### config.mk
export PLATFORM = sky130hd
export DESIGN_NAME = sorted_unique_set_with_prime_index
export DESIGN_NICKNAME = d
export VERILOG_FILES = /design/src/hw/rtl/susp_pkg.sv /design/src/hw/rtl/susp_ctrl.sv /design/src/hw/rtl/susp_dp.sv /design/src/hw/rtl/sorted_unique_set_with_prime_index.sv
export SDC_FILE = /design/constraint.sdc
export NUM_CORES = 2
export LEC_CHECK = 0
export BUFFER_PORTS_ARGS = -buffer_cell sky130_fd_sc_hd__buf_2
export CAP_MARGIN = 20
export CORE_MARGIN = 2
export CORE_UTILIZATION = 45
export DETAILED_ROUTE_END_ITERATION = 7
export SLEW_MARGIN = 0
export SYNTH_ARGS = -nofsm -noshare
export SYNTH_HDL_FRONTEND = slang
export SYNTH_SLANG_ARGS = --single-unit
export TNS_END_PERCENT = 20
### constraint.sdc
create_clock -name clk_i -period 8.6 [get_ports clk_i]
set_input_delay 0.43 -clock clk_i [delete_from_list [all_inputs] [get_ports clk_i]]
set_output_delay 0.43 -clock clk_i [all_outputs]
set_load 0.005 [all_outputs]
### src/hw/rtl/susp_pkg.sv
// Shared types and constants for the sorted unique set with prime index.
// No dependencies; used by the controller, datapath and top level.
package susp_pkg;

  localparam int unsigned CapacityDef   = 64;
  localparam int unsigned ValueWidthDef = 16;
  localparam int unsigned PosWidth      = 6;

  localparam logic [1:0] KindInsert = 2'd0;
  localparam logic [1:0] KindRemove = 2'd1;
  localparam logic [1:0] KindReadEl = 2'd2;
  localparam logic [1:0] KindReadPr = 2'd3;

  localparam logic [2:0] StDone     = 3'd0;
  localparam logic [2:0] StDup      = 3'd1;
  localparam logic [2:0] StNotFound = 3'd2;
  localparam logic [2:0] StFull     = 3'd3;
  localparam logic [2:0] StRange    = 3'd4;

  // Commands from the controller to the datapath.
  typedef struct packed {
    logic load;      // capture the input beat, clear scan state
    logic scan;      // examine the entry at the scan index
    logic prime_go;  // start the trial-division test
    logic prime_step;// one bit step of the trial division
    logic shift_up;  // move entry idx-1 into idx, idx counts down
    logic shift_dn;  // move entry idx+1 into idx, idx counts up
    logic place;     // write the new value at the slot
    logic finish;    // update counts and raise the result strobe
  } susp_cmd_t;

  // Status from the datapath to the controller.
  typedef struct packed {
    logic scan_end;   // scan index has reached the element count
    logic hit;        // search target met (value match, insert slot, position, or nth prime)
    logic prime_done; // trial division finished
    logic shift_end;  // shift pass complete
    logic rd_valid;   // registered memory read data is in place
    logic ins_skip;   // insert is a duplicate or the table is full
  } susp_sts_t;

endpackage

### src/hw/rtl/susp_ctrl.sv
// Controller state machine for the sorted set.
// Depends on susp_pkg for the command and status structs.
module susp_ctrl (
  input  logic                clk_i,
  input  logic                rst_ni,
  input  logic                start_i,
  input  logic [1:0]          kind_i,
  input  susp_pkg::susp_sts_t sts_i,
  output susp_pkg::susp_cmd_t cmd_o,
  output logic                busy_o
);

  localparam logic [2:0] SIdle  = 3'd0;
  localparam logic [2:0] SScan  = 3'd1;
  localparam logic [2:0] SPrime = 3'd2;
  localparam logic [2:0] SShift = 3'd3;
  localparam logic [2:0] SPlace = 3'd4;
  localparam logic [2:0] SDone  = 3'd5;

  logic [2:0] state_q, state_d;
  logic [1:0] kind_q, kind_d;

  // State and captured kind.
  always_ff @(posedge clk_i or negedge rst_ni) begin
    if (!rst_ni) begin
      state_q <= SIdle;
      kind_q  <= susp_pkg::KindInsert;
    end else begin
      state_q <= state_d;
      kind_q  <= kind_d;
    end
  end

  assign busy_o = (state_q != SIdle);

  // Next state and commands.
  always_comb begin
    state_d = state_q;
    kind_d  = kind_q;
    cmd_o   = '0;
    unique case (state_q)
      SIdle: begin
        if (start_i) begin
          cmd_o.load = 1'b1;
          kind_d     = kind_i;
          state_d    = SScan;
        end
      end
      SScan: begin
        // One entry per cycle; memory read data arrives in the next cycle.
        if (sts_i.rd_valid && sts_i.hit) begin
          state_d = (kind_q == susp_pkg::KindInsert) ? SPrime :
                    (kind_q == susp_pkg::KindRemove) ? SShift : SDone;
          if (kind_q == susp_pkg::KindInsert) cmd_o.prime_go = 1'b1;
        end else if (sts_i.scan_end) begin
          state_d = (kind_q == susp_pkg::KindInsert) ? SPrime : SDone;
          if (kind_q == susp_pkg::KindInsert) cmd_o.prime_go = 1'b1;
        end else begin
          cmd_o.scan = 1'b1;
        end
      end
      SPrime: begin
        // A duplicate or a full table leaves the table untouched.
        if (sts_i.prime_done) state_d = sts_i.ins_skip ? SDone : SShift;
        else cmd_o.prime_step = 1'b1;
      end
      SShift: begin
        if (sts_i.shift_end) begin
          state_d = (kind_q == susp_pkg::KindInsert) ? SPlace : SDone;
        end else if (kind_q == susp_pkg::KindInsert) begin
          cmd_o.shift_up = 1'b1;
        end else begin
          cmd_o.shift_dn = 1'b1;
        end
      end
      SPlace: begin
        cmd_o.place = 1'b1;
        state_d     = SDone;
      end
      SDone: begin
        cmd_o.finish = 1'b1;
        state_d      = SIdle;
      end
      default: state_d = SIdle;
    endcase
  end

endmodule

### src/hw/rtl/susp_dp.sv
// Datapath for the sorted set: value memory, flags, counts, divider.
// Depends on susp_pkg for codes and the command and status structs.
module susp_dp #(
  parameter int unsigned Capacity   = susp_pkg::CapacityDef,
  parameter int unsigned ValueWidth = susp_pkg::ValueWidthDef
) (
  input  logic                         clk_i,
  input  logic                         rst_ni,
  input  susp_pkg::susp_cmd_t          cmd_i,
  output susp_pkg::susp_sts_t          sts_o,
  input  logic [1:0]                   kind_i,
  input  logic signed [ValueWidth-1:0] value_i,
  input  logic [susp_pkg::PosWidth-1:0] position_i,
  output logic                         done_o,
  output logic [2:0]                   status_o,
  output logic [$clog2(Capacity+1)-1:0] element_count_o,
  output logic [$clog2(Capacity+1)-1:0] prime_count_o,
  output logic signed [ValueWidth-1:0] read_value_o,
  output logic                         read_is_prime_o
);

  localparam int unsigned AW = $clog2(Capacity);
  localparam int unsigned CW = $clog2(Capacity + 1);
  localparam int unsigned DW = ValueWidth / 2 + 1;
  localparam int unsigned BI = $clog2(ValueWidth);

  // Storage with one read and one write port: entry is value plus prime flag.
  logic [ValueWidth:0] mem [Capacity];

  logic [1:0]                   kind_q;
  logic signed [ValueWidth-1:0] val_q;
  logic [susp_pkg::PosWidth-1:0] pos_q;
  logic [CW-1:0] cnt_q, cnt_d, pcnt_q, pcnt_d;
  logic [CW-1:0] idx_q, idx_d;   // scan or shift index
  logic [CW-1:0] at_q, at_d;     // index of the entry being read
  logic [CW-1:0] seen_q, seen_d; // primes passed during a prime read
  logic          rdv_q, rdv_d;
  logic [ValueWidth:0] rd_q;
  logic          found_q, found_d;
  logic [CW-1:0] slot_q, slot_d;
  logic          isp_q, isp_d;
  logic          pdone_q, pdone_d;
  logic [DW-1:0] div_q, div_d;
  logic [ValueWidth-1:0] rem_q, rem_d;
  logic [DW-1:0] bit_q, bit_d;
  logic          done_q;
  logic [2:0]    st_q, st_d;
  logic signed [ValueWidth-1:0] rv_q, rv_d;
  logic          rp_q, rp_d;

  // Memory address selection.
  logic [AW-1:0] rd_addr;
  logic          mem_we;
  logic [AW-1:0] wr_addr;
  logic [ValueWidth:0] wr_data;
  logic          hit_c;
  logic          entry_p;
  logic signed [ValueWidth-1:0] entry_v;
  logic          full_c;
  logic          gt_one;

  assign entry_v = rd_q[ValueWidth-1:0];
  assign entry_p = rd_q[ValueWidth];
  assign full_c  = (cnt_q >= CW'(Capacity));
  assign gt_one  = (val_q > $signed(ValueWidth'(1)));

  always_comb begin
    rd_addr = idx_q[AW-1:0];
    if (cmd_i.shift_up) rd_addr = AW'(idx_q - CW'(1));
    if (cmd_i.shift_dn) rd_addr = AW'(idx_q + CW'(1));
  end

  // Writes come from the shift passes and the final placement; the shift
  // uses the entry read in the previous cycle, so the first step only reads.
  always_comb begin
    mem_we  = 1'b0;
    wr_addr = idx_q[AW-1:0];
    wr_data = rd_q;
    if ((cmd_i.shift_up || cmd_i.shift_dn) && rdv_q) begin
      mem_we  = 1'b1;
      wr_addr = at_q[AW-1:0];
    end
    if (cmd_i.place) begin
      mem_we  = 1'b1;
      wr_addr = slot_q[AW-1:0];
      wr_data = {isp_q, val_q};
    end
  end

  always_ff @(posedge clk_i) begin
    if (mem_we) mem[wr_addr] <= wr_data;
    rd_q <= mem[rd_addr];
  end

  // Search hit for the current entry.
  always_comb begin
    unique case (kind_q)
      susp_pkg::KindInsert: hit_c = (entry_v >= val_q);
      susp_pkg::KindRemove: hit_c = (entry_v == val_q);
      susp_pkg::KindReadEl: hit_c = (at_q == CW'(pos_q));
      default:              hit_c = entry_p && (seen_q == CW'(pos_q));
    endcase
  end

  // The shift ends once the last pending write has gone out.
  assign sts_o.rd_valid   = rdv_q;
  assign sts_o.hit        = hit_c;
  assign sts_o.scan_end   = (idx_q >= cnt_q);
  assign sts_o.prime_done = pdone_q;
  assign sts_o.ins_skip   = found_q || full_c;
  assign sts_o.shift_end  = !rdv_q && ((kind_q == susp_pkg::KindInsert) ?
                            (idx_q <= slot_q) : (idx_q >= cnt_q - CW'(1)));

  logic [2*DW-1:0] sq;
  logic [ValueWidth-1:0] uval;
  logic [BI-1:0] bit_idx;
  logic [ValueWidth-1:0] shifted;
  assign sq      = div_q * div_q;
  assign uval    = val_q;
  assign bit_idx = BI'(bit_q - DW'(1));
  assign shifted = {rem_q[ValueWidth-2:0], uval[bit_idx]};

  // Control and datapath registers.
  always_comb begin
    idx_d = idx_q; at_d = at_q; seen_d = seen_q; rdv_d = 1'b0;
    found_d = found_q; slot_d = slot_q; isp_d = isp_q; pdone_d = pdone_q;
    div_d = div_q; rem_d = rem_q; bit_d = bit_q;
    cnt_d = cnt_q; pcnt_d = pcnt_q; st_d = st_q; rv_d = rv_q; rp_d = rp_q;
    if (cmd_i.load) begin
      idx_d = '0; seen_d = '0; found_d = 1'b0; slot_d = cnt_q;
      st_d = susp_pkg::StDone; rv_d = '0; rp_d = 1'b0;
    end
    if (cmd_i.scan) begin
      at_d  = idx_q;
      idx_d = idx_q + CW'(1);
      rdv_d = 1'b1;
    end
    // Evaluate a read result from the previous scan step.
    if (rdv_q && !cmd_i.shift_up && !cmd_i.shift_dn) begin
      if (entry_p) seen_d = seen_q + CW'(1);
      if (hit_c) begin
        slot_d = at_q;
        found_d = (kind_q != susp_pkg::KindInsert) || (entry_v == val_q);
        if (kind_q[1]) begin
          rv_d = entry_v; rp_d = entry_p;
        end
        if (kind_q == susp_pkg::KindRemove) begin
          idx_d = at_q;
          if (entry_p) pcnt_d = pcnt_q - CW'(1);
        end
      end
    end
    if (cmd_i.prime_go) begin
      // Trial division starts at 2; duplicates, full and values below 2 skip the work.
      div_d = DW'(2);
      isp_d = gt_one;
      pdone_d = found_d || full_c || !gt_one;
      rem_d = '0; bit_d = DW'(ValueWidth);
      idx_d = cnt_q;
      st_d = found_d ? susp_pkg::StDup : full_c ? susp_pkg::StFull : susp_pkg::StDone;
    end
    if (cmd_i.prime_step) begin
      // Bit-serial restoring remainder of value by div, one bit a cycle.
      if (bit_q == '0) begin
        if (rem_q == '0) begin
          isp_d = 1'b0; pdone_d = 1'b1;
        end else begin
          div_d = div_q + DW'(1); rem_d = '0; bit_d = DW'(ValueWidth);
        end
      end else if (sq > (2*DW)'(uval)) begin
        pdone_d = 1'b1;
      end else begin
        bit_d = bit_q - DW'(1);
        rem_d = (shifted >= ValueWidth'(div_q)) ? shifted - ValueWidth'(div_q) : shifted;
      end
    end
    if (cmd_i.shift_up) begin
      at_d = idx_q; rdv_d = (idx_q > slot_q);
      if (idx_q > slot_q) idx_d = idx_q - CW'(1);
    end
    if (cmd_i.shift_dn) begin
      at_d = idx_q; idx_d = idx_q + CW'(1); rdv_d = (idx_q < cnt_q - CW'(1));
    end
    if (cmd_i.place) begin
      cnt_d = cnt_q + CW'(1);
      if (isp_q) pcnt_d = pcnt_q + CW'(1);
    end
    if (cmd_i.finish) begin
      unique case (kind_q)
        susp_pkg::KindInsert: st_d = st_q;
        susp_pkg::KindRemove: st_d = found_q ? susp_pkg::StDone : susp_pkg::StNotFound;
        default: st_d = found_q ? susp_pkg::StDone : susp_pkg::StRange;
      endcase
      if (kind_q == susp_pkg::KindRemove && found_q) cnt_d = cnt_q - CW'(1);
    end
  end

  always_ff @(posedge clk_i or negedge rst_ni) begin
    if (!rst_ni) begin
      cnt_q <= '0; pcnt_q <= '0; rdv_q <= 1'b0; done_q <= 1'b0;
      idx_q <= '0; at_q <= '0; seen_q <= '0; found_q <= 1'b0; slot_q <= '0;
      isp_q <= 1'b0; pdone_q <= 1'b0; div_q <= '0; rem_q <= '0; bit_q <= '0;
      st_q <= '0; rv_q <= '0; rp_q <= 1'b0; kind_q <= '0;
    end else begin
      cnt_q <= cnt_d; pcnt_q <= pcnt_d; rdv_q <= rdv_d; done_q <= cmd_i.finish;
      idx_q <= idx_d; at_q <= at_d; seen_q <= seen_d; found_q <= found_d;
      slot_q <= slot_d; isp_q <= isp_d; pdone_q <= pdone_d; div_q <= div_d;
      rem_q <= rem_d; bit_q <= bit_d; st_q <= st_d; rv_q <= rv_d; rp_q <= rp_d;
      if (cmd_i.load) kind_q <= kind_i;
    end
  end

  always_ff @(posedge clk_i) begin
    if (cmd_i.load) begin
      val_q <= value_i;
      pos_q <= position_i;
    end
  end

  assign done_o          = done_q;
  assign status_o        = st_q;
  assign element_count_o = cnt_q;
  assign prime_count_o   = pcnt_q;
  assign read_value_o    = rv_q;
  assign read_is_prime_o = rp_q;

endmodule

### src/hw/rtl/sorted_unique_set_with_prime_index.sv
// Sorted set of distinct signed values with per-entry prime flags.
// An insert also runs a trial division, divisor by divisor, which is skipped
// for a duplicate, a full table or a value below 2.
// One beat at a time; busy is low again in the cycle of the strobe.
// Reset clears the counts; table entries are undefined until written; no stall.
module sorted_unique_set_with_prime_index #(
  parameter int unsigned Capacity   = susp_pkg::CapacityDef,
  parameter int unsigned ValueWidth = susp_pkg::ValueWidthDef
) (
  input  logic                          clk_i,
  input  logic                          rst_ni,
  input  logic                          start,
  output logic                          busy,
  input  logic [1:0]                    kind_i,
  input  logic signed [ValueWidth-1:0]  value_i,
  input  logic [susp_pkg::PosWidth-1:0] position_i,
  output logic                          done_o,
  output logic [2:0]                    status_o,
  output logic [$clog2(Capacity+1)-1:0] element_count_o,
  output logic [$clog2(Capacity+1)-1:0] prime_count_o,
  output logic signed [ValueWidth-1:0]  read_value_o,
  output logic                          read_is_prime_o
);

  susp_pkg::susp_cmd_t cmd;
  susp_pkg::susp_sts_t sts;

  susp_ctrl u_ctrl (
    .clk_i, .rst_ni, .start_i(start), .kind_i,
    .sts_i(sts), .cmd_o(cmd), .busy_o(busy)
  );

  susp_dp #(.Capacity(Capacity), .ValueWidth(ValueWidth)) u_dp (
    .clk_i, .rst_ni, .cmd_i(cmd), .sts_o(sts), .kind_i, .value_i, .position_i,
    .done_o, .status_o, .element_count_o, .prime_count_o,
    .read_value_o, .read_is_prime_o
  );

endmodule

# Yosys cells after proc, flatten, opt, wreduce, memory -nomap -nowiden

Memory sizes are Yosys's and may differ from the RTL's. A register that Yosys moved wholly into a read port is not among the register bits.
Index checks and enable logic that the tools add are counted.

Bits in registers: 130
Bits in writable memories: 1088
Bits of input ports: 27
Output and inout bits: 36
Word-level logic and storage cells: 201
Memories kept: 1

Memory list:

| name     | words | width | read ports | clocked after memory_dff | wr ports | RTL line      | source |
|---|---|---|---|---|---|---|---|
| u_dp.mem | 64    | 17    | 1          | 1                        | 1        | susp_dp.sv:28 | `logic [ValueWidth:0] mem [Capacity];` |

Add/sub/neg operators: 10
$mul: 1
Magnitude comparators: 11
Equality and inequality tests: 16
Mux-type cells: 112
Reductions and logical operators: 28

Operator list:

| operator            | number |
|---|---|
| $mux 7              | 27 |
| $mux 16             | 10 |
| $mux 9              | 9 |
| $mux 3              | 14 |
| $mux 1              | 38 |
| $add 7x1->7 const B | 4 |
| $mux 6              | 4 |
| $sub 7x1->7 const B | 3 |
| $gt 18x16->1        | 1 |
| $mul 9x9->18        | 1 |
| $mux 17             | 1 |
| $eq 16x16->1        | 1 |
| $ge 16x16->1        | 1 |
| $ge 16x9->1         | 1 |
| $gt 16x2->1 const B | 1 |
| $logic_not 16->1    | 1 |
| $sub 16x9->16       | 1 |
| $pmux 3 s5          | 1 |
| $eq 7x6->1          | 2 |
| $ge 7x7->1          | 2 |
| $mux 2              | 5 |
| $add 9x1->9 const B | 1 |
| $logic_not 9->1     | 1 |
| $reduce_bool 3->1   | 3 |
| 25 further kinds    | 45 |

# Depth between registers and ports, before layout

Word-level depth: 16
Gate-level depth with buffers: 33
Depth with buffers taken out: 30

# Cells and area by module

From an unflattened synthesis, not the netlist that was laid out.

Cells, all modules: 3054
Area total of the unflattened synthesis: 53679.0 µm²

By module, submodules not included:

| module    | instances | cells each | area an instance (µm²) | seq. area each (µm²) |
|---|---|---|---|---|
| susp_dp   | 1         | 3007       | 53239.8                | 36249.8 |
| susp_ctrl | 1         | 47         | 439.2                  | 125.1 |

# Least setup slack after synthesis

No wires, ideal clock.

Kind: register -> register
From: register u_dp.div_q[6]
To: register u_dp.rem_q[5]
Library setup time: 0.078 ns
Data arrival time: 6.869 ns
Data required time: 8.522 ns
Setup slack: 1.653 ns
Cell stages (with the launch flop): 31
Path buffers: 2
Period minus slack after synthesis: 6.947 ns
Path through: dfrtp_1 clkbuf_1 clkinv_1 nor2_1 inv_1 fa_1 inv_1 fa_1 inv_1 fa_1 fa_1 inv_1 ha_1 nor2b_1 o21a_1 o41ai_2 o21ai_0 o21ai_0 nand2b_1 xor2_1 ha_1 nand4_1 nor2_1 nand4_1 a221oi_1 nand3_1 a31o_2 or4_1 clkbuf_1 or3_1 a21oi_1

Longest elaborated chain between the ends: 5
Elaborated cells on any way between the ends: 7
Those cells by class: mul (1); order compare (2); mux (4)

Ends and longest elaborated chain:

| item                                               | RTL line                       | source |
|---|---|---|
| start, declared                                    | susp_dp.sv:43                  | `logic [DW-1:0] div_q, div_d;` |
| start signal, assigned                             | susp_dp.sv:207                 | `slot_q <= slot_d; isp_q <= isp_d; pdone_q <= pdone_d; div_q <= div_d;` |
| $mul 9x9->18 / $ge 16x9->1 (equally long branches) | susp_dp.sv:118, susp_dp.sv:174 |  |
| $gt 18x16->1 / $mux 16 (equally long branches)     | susp_dp.sv:170, susp_dp.sv:174 |  |
| $mux 16 (*)                                        | susp_dp.sv:170                 | `end else if (sq > (2*DW)'(uval)) begin` |
| $mux 16 (*)                                        | susp_dp.sv:164                 | `if (bit_q == '0) begin` |
| $mux 16 (*)                                        | susp_dp.sv:162                 | `if (cmd_i.prime_step) begin` |
| named net u_dp.rem_d[5]                            | susp_dp.sv:44                  | `logic [ValueWidth-1:0] rem_q, rem_d;` |
| end signal, assigned                               | susp_dp.sv:208                 | `rem_q <= rem_d; bit_q <= bit_d; st_q <= st_d; rv_q <= rv_d; rp_q <= rp_d;` |
| end, declared                                      | susp_dp.sv:44                  |  |

Mark *: on every way through the listed nets, which the timed path passes. The rest lies on a longest branch.
A chain may end at the register's enable or synchronous reset.

# Final worst setup path

From: register u_dp.div_q[1]
To: register u_dp.rem_q[3]

Longest elaborated chain between the ends: 5
Elaborated cells on any way between the ends: 8
Those cells by class: add/sub (1); mul (1); order compare (2); mux (4)

Ends and longest elaborated chain:

| item                                           | RTL line                       | source |
|---|---|---|
| $mul 9x9->18 (tied with other cells)           | susp_dp.sv:118                 | `assign sq = div_q * div_q;` |
| $gt 18x16->1 / $mux 16 (equally long branches) | susp_dp.sv:170, susp_dp.sv:174 |  |
| $mux 16 (*)                                    | susp_dp.sv:170                 |  |
| $mux 16 (*)                                    | susp_dp.sv:164                 |  |
| $mux 16 (*)                                    | susp_dp.sv:162                 |  |
| named net u_dp.rem_d[3]                        | susp_dp.sv:44                  |  |

Marks and branches as above.

==> impl_metrics.env <==
export IMPL_die_y_um=349
export IMPL_gr_total_overflow=0
export IMPL_firstDrtPassIters=6
export IMPL_synth_compound_area_share_pct=5.92
export IMPL_syn_num_nets=3574
export IMPL_areaGrowthSynthToFinish_pct=13.2
export IMPL_dp_final_hpwl_um=88000
export IMPL_worstPathArrival_ps=8020
export IMPL_synth_adder_area_share_pct=3.76
export IMPL_grt_pass1_vias=30100
export IMPL_vias_per_cell=5.96
export IMPL_final_cells=5213
export IMPL_start_util_pct=45.3
export IMPL_required_ps=9150
export IMPL_critPathLaunchType="register"
export IMPL_min_path_type="in2reg"
export IMPL_hold_viol=0
export IMPL_htreeDepth=4
export IMPL_avgSynthCellArea_um2=15.7
export IMPL_yosys_most_used_dff="edfxtp_1"
export IMPL_yosysUniqueCellTypes=78
export IMPL_cts_tree="done"
export IMPL_finalClockSkew_ps=39.4
export IMPL_antenna_found_initial=5
export IMPL_grt_pass1_wl_um=205000
export IMPL_fin_setup_tns_ps=0
export IMPL_cap_violations=0
export IMPL_grt_max_degree=105
export IMPL_cts_made_buffers=130
export IMPL_final_cell_mix="1110 x edfxtp_1, 282 x nand2_1, 219 x mux4_2"
export IMPL_port_buffers=62
export IMPL_synth_top_family_by_area="multiplexers"
export IMPL_cts_root_buf="clkbuf_16"
export IMPL_setup_viol=0
export IMPL_mostFrequentLayoutCell="edfxtp_1"
export IMPL_nets=3746
export IMPL_synthArstFlopShare_pct=8.60
export IMPL_vias=31100
export IMPL_synth_edf_count=1110
export IMPL_slew_headroom_pct=26.4
export IMPL_finalWorstSetupSlack_ps=1130
export IMPL_worst_setup_path_type="reg2reg"
export IMPL_p_leak_nw=21.2
export IMPL_postRouteAntennaNets=0
export IMPL_crit_path_frequent_cell="inv_1"
export IMPL_drive_gt1_share_pct=17.2
export IMPL_rsz0062_at_grt="false"
export IMPL_status="completed"
export IMPL_initialDrtViolationCount=3423
export IMPL_drt_total_wl_um=140000
export IMPL_cts_sinks=1233
export IMPL_clk_latency_ps=740
export IMPL_yosysWarnings=0
export IMPL_yosys_top_cells_area="edfxtp_1 62%, mux4_2 9.2%, dfrtp_1 5.0%"
export IMPL_ctsLongestPathBuffers=3
export IMPL_dp_cells=4953
export IMPL_io_pins=63
export IMPL_wl_per_cell_um=27.0
export IMPL_min_period_ps=7470
export IMPL_synth_cell_area_mm2=0.0534
export IMPL_p_total_mw=22.6
export IMPL_cp_slowest_stage_delay_ps=680
export IMPL_drv_slew=0
export IMPL_critPathCaptureType="register"
export IMPL_grtUsageTotal_pct=23.1
export IMPL_fmax_mhz=134
export IMPL_ir_drop_uv=391
export IMPL_num_rows=126
export IMPL_n_antenna_cell=0
export IMPL_synth_xor_area_share_pct=1.00
export IMPL_pwr_density_cell_mw_per_mm2=374
export IMPL_die_x_um=349
export IMPL_core_mm2=0.118
export IMPL_gp_congestion=0.875
export IMPL_crit_fanout=24
export IMPL_post_place_ws_ps=1130
export IMPL_tightest_slew_ps=1100
export IMPL_synthMuxAreaShare_pct=11.8
export IMPL_yosysSeqAreaShare_pct=68.0
export IMPL_netlist_area_leader_share_pct=62.4
export IMPL_clk_pin_slew_ps=60
export IMPL_synth_ff_latch_count=1233
export IMPL_synthCells=3407
export IMPL_yosys_area_share_simple_pct=7.08
export IMPL_fin_crit_sh_pct=86.8
export IMPL_fp_dieArea_mm2=0.122
export IMPL_drc_errors=0
export IMPL_cp_slowest_cell="or4_1"
export IMPL_post_cts_buffers=0
export IMPL_synth_top_cell_by_area="edfxtp_1"
==> layer usage <==
metal / GRT usage, % / share of wire (%) / vias up
met5: 0 / 0.024 / -
met4: 8.28 / 3.3 / 4
met3: 3.92 / 7.1 / 248
met2: 37.5 / 48 / 1209
met1: 31.6 / 41 / 16000
li1: - / - / 13600
==> sequential cells by signal, indices dropped and copies added (netlist names), 3 cells and up <==
| register | count |
|---|---|
| u_dp.rem_q | 16 |
| u_dp.bit_q | 9 |
| u_dp.idx_q | 7 |
| u_dp.prime_count_o | 7 |
| u_dp.div_q | 9 |
| u_dp.mem | 1088 |
| u_ctrl.state_q | 3 |
| u_dp.read_value_o | 16 |
| u_dp.status_o | 3 |
| u_dp.pos_q | 6 |
| u_dp.seen_q | 7 |
| u_dp.rd_q | 17 |
| u_dp.slot_q | 7 |
| u_dp.uval | 16 |
| u_dp.at_q | 7 |
| u_dp.element_count_o | 7 |
==> worst max-delay path: cells and delay by family, from the launching register on <==
| family | cells | cell delay (ps) |
|---|---|---|
| DFF | 1 | 550 |
| buffers and inverters | 6 | 770 |
| adders and majority gates | 6 | 2600 |
| xor gates and xnor gates | 1 | 140 |
| AOI/OAI and AO/OA | 7 | 1590 |
| and+or+nand+nor | 9 | 1660 |
==> area by class of cell <==
type,count,area (um2)
clock buffers,170,3510
clock inverters,60,548
fillers,9653,57500
inverters,140,526
multi-input cells,1869,16100
flip-flops and latches,1233,36300
well taps,1536,1920
repair buffers,205,1550
==> power by group <==
| part | internal [mW] | total, mW | switching [mW] |
|---|---|---|---|
| combinational | 3.22 | 9.11 | 5.88 |
| sequential | 7.82 | 8.19 | 0.364 |
| clock | 3.02 | 5.34 | 2.32 |
==> Yosys cell counts, types with 19 or more instances <==
cell	number
a21o_1	19
a21oi_1	125
and3_1	35
buf_2	32
buf_4	27
clkbuf_1	94
dfrtp_1	106
edfxtp_1	1110
fa_1	34
ha_1	106
inv_1	132
mux2i_1	129
mux4_2	219
nand2_1	282
nand3_1	108
nand4_1	19
nor2_1	187
nor3_1	77
nor4_1	29
o21ai_0	115
o22ai_1	74
o32ai_1	19
xnor2_1	33
xor2_1	25
==> through the flow <==
step	utilization (%)	hold WS, ps	instance area [um2]
2_1_floorplan	-	134	53400
3_3_place_gp	47.6	455	56100
3_5_place_dp	47.6	460	56100
4_1_cts	51.2	109	60400
5_1_grt	51.3	170	60500
6_report	51.3	168	60500
==> final timing paths <==
kind	startpoint	endpoint	slack [ps]	cells after the start
max reg2reg	u_dp.div_q[1]	u_dp.rem_q[3]	1130	29
min reg2reg	u_dp.prime_count_o[6]	u_dp.prime_count_o[6]	460	1
max	u_dp.div_q[1]	u_dp.rem_q[3]	1130	29
max in group asynchronous	rst_ni	u_dp.read_value_o[14]	6950	3
min	start	u_ctrl.state_q[0]	170	5
min in group asynchronous	rst_ni	u_dp.prime_count_o[6]	260	2
==> cells by family (layout without fill, tap and decap cells) <==
kind of cell / Yosys count / after routing
buf+inv: 305 / 575
fa+ha+maj: 140 / 140
xor+xnor: 59 / 59
simple gates: 818 / 818
mux: 355 / 355
compound gates: 497 / 497
flops: 1233 / 1233
==> repair_timing <==
action,in CTS,in global routing
endpoints found under the hold margin,70,0
gates resized for setup,0,0
hold buffers,25,0
No activity file was read; power rests on OpenSTA's default activity.
